File: src/rotation_matrix_to_quaternion_top_defines.svh
// Assertion macros for the rotation matrix to quaternion block.
`ifndef ROTATION_MATRIX_TO_QUATERNION_TOP_DEFINES_SVH
`define ROTATION_MATRIX_TO_QUATERNION_TOP_DEFINES_SVH
`ifndef SYNTH
`define RMQ_ASSERT_IMP(lbl, ante, cons) \
	lbl: assert property (@(posedge clk) disable iff (!arst_n) (ante) |-> (cons)) \
		else $error("assertion failed");
`define RMQ_ASSERT_NXT(lbl, ante, cons) \
	lbl: assert property (@(posedge clk) disable iff (!arst_n) (ante) |=> (cons)) \
		else $error("assertion failed");
`else
`define RMQ_ASSERT_IMP(lbl, ante, cons)
`define RMQ_ASSERT_NXT(lbl, ante, cons)
`endif
`endif

File: src/rmq_pkg.sv
// Shared constants and types of the rotation matrix to quaternion block.
package rmq_pkg;
	localparam int FRAC_BITS = 14;
	localparam int ONE       = 1 << FRAC_BITS;
	localparam int SAT       = (ONE > 32767) ? 32767 : ONE;
	localparam int U_W       = 17;
	localparam int V_W       = U_W + FRAC_BITS;
	localparam int R_W       = (V_W + 1) / 2;
	localparam int N_W       = 17;
	localparam int Q_W       = 15;
	localparam int NUM_W     = N_W + FRAC_BITS + 1;
	localparam int D_W       = R_W + 1;
	localparam int SQ_LAT    = R_W;
	localparam int DIV_LAT   = Q_W + 1;

	typedef enum logic [1:0] {BR_W, BR_X, BR_Y, BR_Z} branch_t;

	typedef struct packed {
		branch_t            br;
		logic [2:0]         neg;
		logic [2:0][N_W-1:0] mag;
	} side_t;

	typedef struct packed {
		branch_t        br;
		logic [2:0]     neg;
		logic [R_W-1:0] r;
	} tail_t;
endpackage

File: src/rmq_sqrt_pipe.sv
// Pipelined integer square root, one result bit per stage.
module rmq_sqrt_pipe (
	input  logic                 clk,
	input  logic                 en,
	input  logic [rmq_pkg::U_W-1:0] u,
	output logic [rmq_pkg::R_W-1:0] r
);
	import rmq_pkg::*;

	logic [V_W-1:0] rem_s  [SQ_LAT];
	logic [R_W-1:0] root_s [SQ_LAT];

	for (genvar i = 0; i < SQ_LAT; i++) begin : g_stage
		localparam int B = R_W - 1 - i;
		logic [V_W-1:0] rem_in;
		logic [R_W-1:0] root_in;
		logic [V_W+1:0] trial;
		if (i == 0) begin : g_first
			assign rem_in  = {u, FRAC_BITS'(0)};
			assign root_in = '0;
		end else begin : g_next
			assign rem_in  = rem_s[i-1];
			assign root_in = root_s[i-1];
		end
		assign trial = ((V_W+2)'(root_in) << (B + 1)) + ((V_W+2)'(1) << (2 * B));
		always_ff @(posedge clk) begin
			if (en) begin
				if ({2'b00, rem_in} >= trial) begin
					rem_s[i]  <= V_W'({2'b00, rem_in} - trial);
					root_s[i] <= root_in | (R_W'(1) << B);
				end else begin
					rem_s[i]  <= rem_in;
					root_s[i] <= root_in;
				end
			end
		end
	end

	assign r = root_s[SQ_LAT-1];
endmodule

File: config.mk
export PLATFORM = sky130hd
export DESIGN_NAME = rmq_sqrt_pipe
export DESIGN_NICKNAME = d
export VERILOG_FILES = /design/src/rotation_matrix_to_quaternion_top_defines.svh /design/src/rmq_pkg.sv /design/src/rmq_sqrt_pipe.sv
export SDC_FILE = /design/constraint.sdc
export NUM_CORES = 1
export LEC_CHECK = 0
export BUFFER_PORTS_ARGS = -buffer_cell sky130_fd_sc_hd__buf_2
export CAP_MARGIN = 10
export CORE_MARGIN = 5
export CORE_UTILIZATION = 50
export DETAILED_ROUTE_END_ITERATION = 12
export GPL_ROUTABILITY_DRIVEN = 0
export PLACE_DENSITY_LB_ADDON = 0.1
export SETUP_SLACK_MARGIN = 0.3
export SYNTH_ARGS = -nofsm -noshare
export SYNTH_HDL_FRONTEND = slang
export SYNTH_SLANG_ARGS = --single-unit
File: constraint.sdc
create_clock -name clk -period 3 [get_ports clk]
set_input_delay 0.15 -clock clk [delete_from_list [all_inputs] [get_ports clk]]
set_output_delay 0.15 -clock clk [all_outputs]
set_load 0.05 [all_outputs]
==> metrics.csv <==
metric,value,unit
leakage,10.0,nW
path_clk_slew,60,ps
diodes,0,
cts_tree,built,
hold_path_depth,2,
path_buf_inv,2,
tns,0,ps
hold_viol,0,
synth_flop_cell,edfxtp_1,
initial_utilization,50.8,%
synth_top_area_cell,edfxtp_1,
h-tree-depth,2,
slew_violations,0,
arrival,3120,ps
slew_headroom,38.2,%
synth_warnings,0,
routed_wl,44800,um
port_buffers,34,
powerDensity,659,mW/mm^2
wl_per_cell,17.4,um
dieWidth,220,um
ff_latch_area,0.0128,mm^2
grt-busiest-layer,met2,
finalCriticalPeriod,2790,ps
async_flop_share,0,%
die_h,220,um
vias,14036,
use_met1,22.9,%
holdCritStartpoint,u[4],
antenna_found_initial,0,
drive_above_1_share,17.4,%
critPathMaxStageDelay,500,ps
cap_violations,0,
path_max_fanout,3,
synth-edff-count,427,
slowest_stage,or4b_4,
gr-total-overflow,0,
yosysMostFrequentCell,edfxtp_1,
drt_iter0_markers,871,
min_period_over_period,93.0,%
synth_nets,1975,
placeableCoreArea,0.0433,mm^2
final_nets,2124,
syn_area,0.0220,mm^2
grt_pass1_vias,14109,
place_hpwl,31600,um
hold_class,in2reg,
ys_types,70,
hold_end,rem_s[0][18],
area_growth,16.8,%
tightestPinTransition,928,ps
dieArea,0.0483,mm^2
grt_pass1_wl,72300,um
reg2reg_slack,210,ps
viasPerCell,5.44,
io_pins,35,
setup_viol,0,
clockBufferDepth,3,
cts_buffers,46,
peakVddDrop,0.485,mV
synth_top_area_share,58.3,%
synth_commonest_cells,"edfxtp_1 (427), inv_1 (177), ha_1 (135), nor2_1 (128), a21oi_1 (115)",
max_freq,358,MHz
firstDrtPassIters,7,
use_met3,3.17,%
r2r-start,rem_s[1][130],
rsz0062_at_grt,true,
crit_path_start_kind,register,
synth.avg_cell_area,12.1,um^2
cpLargestDelayFamily,compound AO/OA/AOI/OAI gates,
cts_sinks,427,
skew,18.8,ps
ant_nets,0,
multi_input_area,0.00888,mm^2
reg2reg_depth,11,
whs,291,ps
track_usage,18.6,%
synthCells,1814,
cp-end-kind,register,
nFillCells,3455,
r2r_end,rem_s[1][179],
seq_area_frac_synth,58.3,%
synth_area_leaders,"edfxtp_1 (58%), ha_1 (7.7%), xnor2_1 (3.2%)",
crit_type,reg2reg,
grt_max_degree,80,
ys_ff_latch,427,
path_cells,buf_4 -> ha_2 -> inv_1 -> fa_2 -> nor2b_1 -> o31a_1 -> o211ai_1 -> nand2_1 -> a32oi_2 -> or4b_4 -> xnor2_1,
drc,0,
worstSkewPairLatency,580,ps
placementRows,76,
met2_usage,33.5,%
crit_required,3330,ps
cts-root-buf,clkbuf_16,
run_status,finished clean,
==> sequential cells by signal, summed over array words and instances, names as in the netlist <==
name and cells:
rem_s 291, root_s 136
==> layout by cell type (no fill, tap or decap), types with 35 or more instances in the layout <==
cell         n
nor2_1     121
o21a_1      37
inv_1      170
mux2_2      35
nand2_1     80
ha_1       123
xnor2_1     80
buf_4       85
edfxtp_1   427
a21oi_1    108
nor3_1      45
o21ai_0     66
xor2_1      78
clkbuf_16   47
==> per-layer routing <==
layer  wire [um]  vias up
met5           0        -
met4        1480        0
met2       23100      205
met3        1420       92
met1       18800     6784
li1            -     6955
==> repair_timing <==
action                                  CTS  global route
gates cloned                              2             1
buffers inserted                         22            26
gates resized for setup                  40            93
endpoints found under the setup margin   95           136
pin swaps                                 9            30
hold buffers                             18             0
hold endpoints to repair                 41             0
==> layout make-up <==
type	instances	share of cell area [%]
Sequential cell	427	50.0
Timing Repair Buffer	141	4.13
Clock inverter	31	1.13
Tap cell	585	2.85
Inverter	181	2.70
Clock buffer	49	4.53
Timing Repair inverter	2	0.0780
Multi-Input combinational cell	1164	34.6
==> stage by stage <==
| stage | setup slack (ps) | std cells | power [mW] | instance area, um^2 | utilization (%) |
|---|---|---|---|---|---|
| 6_report | 210 | 2580 | 16.9 | 25700 | 59.3 |
| 2_1_floorplan | 297 | 1814 | 10.3 | 22000 | - |
| 3_5_place_dp | 67.3 | 2431 | 11.2 | 23000 | 53.3 |
| 4_1_cts | 223 | 2553 | 16.9 | 25100 | 57.9 |
| 5_1_grt | 54.6 | 2580 | 17.8 | 25700 | 59.3 |
| 3_3_place_gp | 133 | 2431 | 11.1 | 23000 | 53.3 |
==> cell families (layout without fill, tap and decap cells) <==
logic type	count (synthesis)	in the layout	synth area share, %
DFF	427	427	58.3
AOI/OAI and AO/OA	347	347	9.85
muxes	43	43	2.19
xor gates and xnor gates	158	158	6.30
and+or+nand+nor	474	474	11.2
adders and majority gates	142	142	8.32
buffers and inverters	223	404	3.86
==> report_power, final <==
part           switching (mW)  total [mW]  internal (mW)  leakage [nW]
Clock                    2.28        5.50           3.22         0.714
Combinational            1.78        3.30           1.52          5.29
Sequential              0.568        8.12           7.55          4.00
==> how the worst max path moves through the flow <==
| stage | startpoint | to | slack [ps] | cells past startpoint |
|---|---|---|---|---|
| 3_5_place_dp | rem_s[1][130] | rem_s[1][183] | 70 | 9 |
| 4_1_cts | rem_s[1][130] | rem_s[1][179] | 220 | 11 |
| 5_1_grt | rem_s[1][147] | rem_s[1][183] | 50 | 8 |
| 2_1_floorplan | rem_s[1][130] | rem_s[1][182] | 300 | 8 |
| 6_report | rem_s[1][130] | rem_s[1][179] | 210 | 11 |
| 3_3_place_gp | rem_s[1][130] | rem_s[1][180] | 130 | 9 |
==> worst register-to-register path, delay by kind of cell, from the launching register on <==
kind / cells / cell delay (ps)
AND/OR/NAND/NOR: 3 / 690
flip-flops: 1 / 390
adder cells (fa/ha/maj): 2 / 410
AO/OA/AOI/OAI: 3 / 700
XOR/XNOR: 1 / 130
buffers and inverters: 2 / 230
Power figures use the tool's default switching activity.
