$ cat src/rotation_matrix_to_quaternion_top_defines.svh
// Assertion macros for the rotation matrix to quaternion block.
`ifndef ROTATION_MATRIX_TO_QUATERNION_TOP_DEFINES_SVH
`define ROTATION_MATRIX_TO_QUATERNION_TOP_DEFINES_SVH
`ifndef SYNTH
`define RMQ_ASSERT_IMP(lbl, ante, cons) \
	lbl: assert property (@(posedge clk) disable iff (!arst_n) (ante) |-> (cons)) \
		else $error("assertion failed");
`define RMQ_ASSERT_NXT(lbl, ante, cons) \
	lbl: assert property (@(posedge clk) disable iff (!arst_n) (ante) |=> (cons)) \
		else $error("assertion failed");
`else
`define RMQ_ASSERT_IMP(lbl, ante, cons)
`define RMQ_ASSERT_NXT(lbl, ante, cons)
`endif
`endif

$ cat src/rmq_pkg.sv
// Shared constants and types of the rotation matrix to quaternion block.
package rmq_pkg;
	localparam int FRAC_BITS = 14;
	localparam int ONE       = 1 << FRAC_BITS;
	localparam int SAT       = (ONE > 32767) ? 32767 : ONE;
	localparam int U_W       = 17;
	localparam int V_W       = U_W + FRAC_BITS;
	localparam int R_W       = (V_W + 1) / 2;
	localparam int N_W       = 17;
	localparam int Q_W       = 15;
	localparam int NUM_W     = N_W + FRAC_BITS + 1;
	localparam int D_W       = R_W + 1;
	localparam int SQ_LAT    = R_W;
	localparam int DIV_LAT   = Q_W + 1;

	typedef enum logic [1:0] {BR_W, BR_X, BR_Y, BR_Z} branch_t;

	typedef struct packed {
		branch_t            br;
		logic [2:0]         neg;
		logic [2:0][N_W-1:0] mag;
	} side_t;

	typedef struct packed {
		branch_t        br;
		logic [2:0]     neg;
		logic [R_W-1:0] r;
	} tail_t;
endpackage

$ cat src/rmq_div_pipe.sv
// Pipelined rounded divide of a magnitude by twice the root, saturated.
module rmq_div_pipe (
	input  logic                    clk,
	input  logic                    en,
	input  logic [rmq_pkg::N_W-1:0] mag,
	input  logic [rmq_pkg::R_W-1:0] r,
	output logic [rmq_pkg::Q_W-1:0] q
);
	import rmq_pkg::*;

	logic [NUM_W-1:0] num;
	logic [D_W-1:0]   d;
	logic             zero;

	logic [NUM_W-1:0] rem_s [DIV_LAT];
	logic [D_W-1:0]   d_s   [DIV_LAT];
	logic [Q_W-1:0]   qb_s  [DIV_LAT];
	logic             ovf_s [DIV_LAT];
	logic             clr_s [DIV_LAT];

	// Adding r before the divide by 2r rounds half away from zero.
	assign num  = {1'b0, mag, FRAC_BITS'(0)} + NUM_W'(r);
	assign d    = {r, 1'b0};
	assign zero = (r == '0);

	always_ff @(posedge clk) begin
		if (en) begin
			rem_s[0] <= num;
			d_s[0]   <= d;
			qb_s[0]  <= '0;
			clr_s[0] <= zero && (mag == '0);
			ovf_s[0] <= zero ? (mag != '0) : (num >= {d, Q_W'(0)});
		end
	end

	for (genvar j = 1; j < DIV_LAT; j++) begin : g_step
		localparam int K = Q_W - j;
		logic [NUM_W-1:0] trial;
		assign trial = NUM_W'(d_s[j-1]) << K;
		always_ff @(posedge clk) begin
			if (en) begin
				d_s[j]   <= d_s[j-1];
				ovf_s[j] <= ovf_s[j-1];
				clr_s[j] <= clr_s[j-1];
				if (rem_s[j-1] >= trial) begin
					rem_s[j] <= rem_s[j-1] - trial;
					qb_s[j]  <= qb_s[j-1] | (Q_W'(1) << K);
				end else begin
					rem_s[j] <= rem_s[j-1];
					qb_s[j]  <= qb_s[j-1];
				end
			end
		end
	end

	always_comb begin
		if (clr_s[DIV_LAT-1]) begin
			q = '0;
		end else if (ovf_s[DIV_LAT-1] || (qb_s[DIV_LAT-1] > Q_W'(SAT))) begin
			q = Q_W'(SAT);
		end else begin
			q = qb_s[DIV_LAT-1];
		end
	end
endmodule

$ cat config.mk
export PLATFORM = sky130hd
export DESIGN_NAME = rmq_div_pipe
export DESIGN_NICKNAME = d
export VERILOG_FILES = /design/src/rotation_matrix_to_quaternion_top_defines.svh /design/src/rmq_pkg.sv /design/src/rmq_div_pipe.sv
export SDC_FILE = /design/constraint.sdc
export NUM_CORES = 1
export LEC_CHECK = 0
export ABC_AREA = 1
export ABC_CLOCK_PERIOD_IN_PS = 3900
export BUFFER_PORTS_ARGS = -buffer_cell sky130_fd_sc_hd__buf_2
export CAP_MARGIN = 10
export CORE_ASPECT_RATIO = 1.75
export CORE_MARGIN = 2
export CORE_UTILIZATION = 60
export CTS_CLUSTER_SIZE = 16
export DETAILED_ROUTE_END_ITERATION = 10
export GPL_TIMING_DRIVEN = 0
export HOLD_SLACK_MARGIN = 0.06
export PLACE_DENSITY = 0.79
export SLEW_MARGIN = 20
export SYNTH_ARGS = -nofsm -noshare
export SYNTH_HDL_FRONTEND = slang
export SYNTH_SLANG_ARGS = --single-unit
$ cat constraint.sdc
create_clock -name clk -period 3.9 [get_ports clk]
set_clock_uncertainty 0.15 [all_clocks]
set_input_delay 0.585 -clock clk [delete_from_list [all_inputs] [get_ports clk]]
set_output_delay 0.585 -clock clk [all_outputs]
set_load 0.005 [all_outputs]
==> results of run 1 <==
cells by family after synthesis:
logic type      share of synthesized area
simple gates                        0.285
buf+inv                            0.0952
flops                               0.490
compound gates                     0.0383
fa+ha+maj                          0.0672
xor+xnor                           0.0243
sequential cells by signal, indices dropped and copies added (netlist names):
name and flops:
d_s 226, ovf_s 16, qb_s 120, rem_s 480, clr_s 16
how the worst max path moves through the flow:
| stage | from | to | slack (ns) |
|---|---|---|---|
| 6_report | en | qb_s[1][105]$_SDFFCE_PN1P_ | 0.003 |
| 5_1_grt | r[14] | ovf_s[0][0]$_DFFE_PP_ | 0.04 |
| 4_1_cts | r[14] | ovf_s[0][0]$_DFFE_PP_ | 0.07 |
| 3_5_place_dp | r[14] | ovf_s[0][0]$_DFFE_PP_ | -0.65 |
| 3_3_place_gp | en | qb_s[0][116]$_DFFE_PP_ | -5.58 |
| 2_1_floorplan | mag[0] | ovf_s[0][0]$_DFFE_PP_ | 0.68 |
final cells by class:
type,count,area share
clock inverters,49,0.00861
diodes,18,0.000785
inverters,1214,0.0794
repair buffers,80,0.0130
clock buffers,93,0.0361
plain buffers,62,0.00815
well taps,1160,0.0253
multi-input cells,4322,0.380
flip-flops and latches,858,0.449
through the flow:
| step | cells | power [mW] |
|---|---|---|
| floorplan | 6456 | 23.4 |
| global placement | 7665 | 28.2 |
| detailed placement | 7679 | 28.4 |
| CTS | 7837 | 36.2 |
| global route | 7840 | 39.1 |
| finish | 7856 | 37.1 |
synth_stat cells (15+ instances only):
cell      number
buf_2         15
o21ai_2       22
nand3b_1      82
o21ai_0      115
buf_6         21
clkbuf_1      18
nor3_1        68
nor2_1       580
nand3_1      345
xor2_1        81
inv_1       1194
a21oi_1      179
nor2_2        27
nand2_2       24
nor4_1        15
nand4_1      104
edfxtp_1     858
inv_2         18
fa_1          15
xnor2_1       65
ha_1         258
o21ai_1       29
nand2_1     2214
critical path: cells and delay by family:
kind	cells	cell delay (ns)
buffers and inverters	5	2.03
and+or+nand+nor	1	1.05
what timing repair did:
action | in CTS | in global routing
gates resized for setup | 0 | 3
hold buffers | 16 | 0
endpoints found under the hold margin | 16 | 0
setup endpoints to repair | 0 | 1
layer usage:
metal  global-route usage  part of all wire  up-vias
met4                0.568              0.17       12
met3                0.137             0.067     1201
met2                0.764              0.51     1882
li1                     -                 -    20900
met1                0.303              0.25    20000
met5              0.00222           0.00042        -
power breakdown:
group / switching (mW) / internal, mW / total [mW]
Sequential: 1.32 / 12.4 / 13.7
Clock: 3.61 / 4.31 / 7.91
Combinational: 10.8 / 4.68 / 15.4
Total: 15.7 / 21.4 / 37.1
==> impl_metrics.toml, run 1 <==
[status]
outcome = "complete, no violations"

[clocking]
cts.sinks = 858
clk_latency_ns = 0.71
post_cts.repair.setup_buffers = 0
clk_path_buf_depth = 3
numCtsBuffers = 79
cts_tree = "yes"
cts-root-buf = "clkbuf_16"
cts.clk_slew.worst_paths_ns = 0.07
htreeDepth = 3

[sta]
finalSetupViolCount = 0
rsz0062_at_grt = "false"
hold_violations = 0
min_period_ns = 3.90
whs_ns = 0.0823
worst_pin_slew_ns = 1.31
finalSetupTns_ns = 0
fin_crit_sh = 0.999
fmax_mhz = 257
setup_slack_ns = 0.00335
drv_slew = 0
slew_headroom = 0.122

[synthesis]
synth-seq-area-share = 0.490
synth_ff_type = "edfxtp_1"
synthArstFlopShare = 0
syn-num-nets = 6764
yosys.area.top_type = "edfxtp_1"
syn-cell-area_mm2 = 0.0525
ys_top_cells_by_area = "edfxtp_1 49%, nand2_1 16%, inv_1 8.5%"
synth-edff-count = 858
ys_types = 49
yosysTopAreaCellShare = 0.490
yosysWarnings = 0
syn_avg_cell_area_um2 = 8.14
synth_seq_cells = 858
synth_cells = 6456

[worst_setup_path]
required_ns = 3.82
worst-setup-path-type = "primary input to flip-flop"
rr_worst_depth = 9
critPathLaunchType = "primary input"
path_cells = "buf_8 -> buf_16 -> buf_4 -> buf_4 -> buf_2 -> nand4_1"
arrival_ns = 3.82
crit-reg2reg-launch = "rem_s[1][77]$_DFFE_PP_"
cpPeakStageDelay_ns = 1.05
crit_path_frequent_cell = "buf_4"
cp_slowest_cell = "nand4_1"
crit_fanout = 71
rr_endpoint = "rem_s[1][109]$_DFFE_PP_"
rrSetupSlack_ns = 0.01
endpoint_kind = "flip-flop"

[die]
core_area_mm2 = 0.0868
rows = 143
start_util = 0.605
ioPinCount = 50
die_w_um = 228
dieArea_mm2 = 0.0900
die_y_um = 395

[finish]
nets = 6925
design_area_mm2 = 0.0574
layout_common_cells = "2,213 x nand2_1, 1,194 x inv_1, 858 x edfxtp_1, 576 x nor2_1, 345 x nand3_1"
layout_commonest_cell = "nand2_1"
area_growth_pct = 9.26
seq_area_mm2 = 0.0258
fin_util = 0.661
fillCellCount = 7425
drive_gt1_frac = 0.0586
multi_input_area_mm2 = 0.0218

[drt]
drt.antenna.violating_nets = 0
wl_per_cell_um = 23.7
routed_wl_mm = 186
drtIter0Drc = 3114
via_count = 44100
routed_via_density = 5.61
drt-pass1-iter-count = 6
route.detailed.drc = 0

[grt]
grtUsageTotal = 0.431
grt_pass1_wl_mm = 273
grt_max_degree = 96
gr-total-overflow = 0
antenna_found_initial = 19
grt_pass1_vias = 45600

[power_and_ir_drop]
peakVddDrop_uv = 395
p_leak_nw = 27.1
power_density_mw_per_mm2 = 646

[worst_hold_path]
min_path_type = "primary input to flip-flop"
hold-path-endpoint = "rem_s[0][14]$_DFFE_PP_"
hp-start = "mag[0]"
whs_path_depth = 2

[placement]
dpl-instance-area_mm2 = 0.0546
dp_hpwl_mm = 145
dpl_worst_slack_ns = -0.654
gp_congestion = 1.09
port_buffers = 49

[job]
cap_viol_max_count = 0
(Power assumes the default switching activity.)
==> inputs of run 2 (changes only) <==
--- a/config.mk
+++ b/config.mk
@@ -17,6 +17,7 @@
 export GPL_TIMING_DRIVEN = 0
 export HOLD_SLACK_MARGIN = 0.06
 export PLACE_DENSITY = 0.79
+export RECOVER_POWER = 50
 export SLEW_MARGIN = 20
 export SYNTH_ARGS = -nofsm -noshare
 export SYNTH_HDL_FRONTEND = slang
==> impl_metrics.toml, run 2 (synthesis results as in run 1) <==
[sta]
fmax_mhz = 255
fin_crit_sh = 1.01
slew_headroom = -0.728
rsz0062_at_grt = "false"
drv_slew = 95
hold_violations = 0
setup_slack_ns = -0.0275
finalSetupViolCount = 1
worst_pin_slew_ns = 2.59
min_period_ns = 3.93

[die]
dieArea_mm2 = 0.0900
ioPinCount = 50
start_util = 0.605
rows = 143
die_w_um = 228
die_y_um = 395
core_area_mm2 = 0.0868

[grt]
antenna_found_initial = 19
grt_pass1_vias = 45600
grtUsageTotal = 0.431
top_usage_layer = "met2"
grt_pass1_wl_mm = 273
use_met1 = 0.303
grt_use_met2 = 0.764
grt_max_degree = 96
gr-total-overflow = 0
met3_usage = 0.137

[drt]
drt.antenna.violating_nets = 0
route.detailed.drc = 0
routed_wl_mm = 186
via_count = 44100
routed_via_density = 5.62
drt-pass1-iter-count = 8
drtIter0Drc = 3179
wl_per_cell_um = 23.7

[worst_setup_path]
required_ns = 4.31
path_cells = "ha_1 -> nand2_1 -> nor2_2 -> nand2_1 -> nor2_1 -> a21oi_1 -> nand4_1 -> nand2_1 -> inv_1"
cp_slowest_cell = "nor2_1"
crit_buf_inv = 1
crit_fanout = 4
worst-setup-path-type = "flip-flop to flip-flop"
cpPeakStageDelay_ns = 0.94
endpoint_kind = "flip-flop"
crit_path_frequent_cell = "nand2_1"
crit-reg2reg-launch = "rem_s[1][77]$_DFFE_PP_"
arrival_ns = 4.34
critPathLaunchType = "flip-flop"
critPathLaunch = "rem_s[1][77]$_DFFE_PP_"
path_delay_family = "simple AND/OR/NAND/NOR gates"

[finish]
top_regs = "rem_s: 480 flops, d_s: 226 flops, qb_s: 120 flops"
area_growth_pct = 9.16
largest_register_ffs = 480
layout_common_cells = "2,213 x nand2_1, 1,194 x inv_1, 858 x edfxtp_1, 576 x nor2_1, 345 x nand3_1"
nets = 6925
drive_gt1_frac = 0.0554
regMostFlops = "rem_s"
layout_commonest_cell = "nand2_1"

[placement]
dpl_worst_slack_ns = -0.654
port_buffers = 49
dp_hpwl_mm = 145
gp_congestion = 1.09

[clocking]
numCtsBuffers = 79
cts.clk_slew.worst_paths_ns = 0.07
cts.sinks = 858
cts_tree = "yes"
clk_latency_ns = 0.72
post_cts.repair.setup_buffers = 0
clk_path_buf_depth = 3
cts-root-buf = "clkbuf_16"
htreeDepth = 3

[power_and_ir_drop]
peakVddDrop_uv = 394
p_leak_nw = 27.1
power_density_mw_per_mm2 = 646
finalPower_mw = 37.1

[worst_hold_path]
hp-start = "mag[0]"
min_path_type = "primary input to flip-flop"

[status]
violations = "capacitance limit, slew limit, setup timing"
outcome = "finished, violations left"

[job]
cap_viol_max_count = 1
==> run 2: cell count changes in the layout (fill, tap and decap cells not counted) <==
cell,change
clkbuf_1,+21
clkbuf_2,-4
buf_16,-2
diode_2,+2
buf_12,+1
buf_2,-16
==> run 2: cell type report <==
type	count	area (um2)
Clock inverter	49	494
Sequential cell	858	25800
Multi-Input combinational cell	4322	21800
Fill cell	7442	29400
Inverter	1214	4560
Antenna cell	20	50.0
Clock buffer	93	2070
Timing Repair Buffer	80	698
Tap cell	1160	1450
Buffer	62	462
==> run 2: worst reg2reg max path: cells and delay by family, from the launching register on <==
kind	cells	cell delay, ns
and+or+nand+nor	6	2.45
DFF	1	0.46
buffers and inverters	1	0.09
AOI/OAI and AO/OA	1	0.22
adders and majority gates	1	0.43
==> run 2: metal layers <==
metal	share of wire	vias to the layer above	wire length [um]
met5	0.00043	-	80
met4	0.17	12	31100
met3	0.068	1235	12700
met2	0.51	1957	95700
met1	0.25	20000	46400
li1	-	20900	-
==> run 2: timing repair <==
action / CTS / global route
endpoints found under the setup margin: 0 / 1
hold buffers: 16 / 0
resized for setup: 0 / 3
endpoints found under the hold margin: 16 / 0
==> run 2: final timing paths <==
kind / end / slack [ns] / depth (start not counted)
setup / recovery: rem_s[1][109]$_DFFE_PP_ / -0.03 / 9
hold / removal: rem_s[0][14]$_DFFE_PP_ / 0.08 / 2
setup reg to reg: rem_s[1][109]$_DFFE_PP_ / -0.03 / 9
hold reg to reg: qb_s[1][110]$_DFFE_PP_ / 0.26 / 0
==> run 2: through the flow <==
step	cells	hold slack, ns	utilization	setup TNS, ns	instance area [um2]
after detailed placement	7679	0.255	0.629	-1.11	54600
after global placement	7665	0.250	0.625	-5245.34	54200
after global routing	7840	0.0858	0.660	0	57300
after floorplan	6456	0.250	-	0	52500
final	7858	0.0833	0.661	-0.0275	57300
after CTS	7837	0.0795	0.660	0	57300
==> run 2: where the power goes <==
group	internal, mW	switching [mW]
Sequential	12.4	1.32
Combinational	4.67	10.8
Clock	4.31	3.61
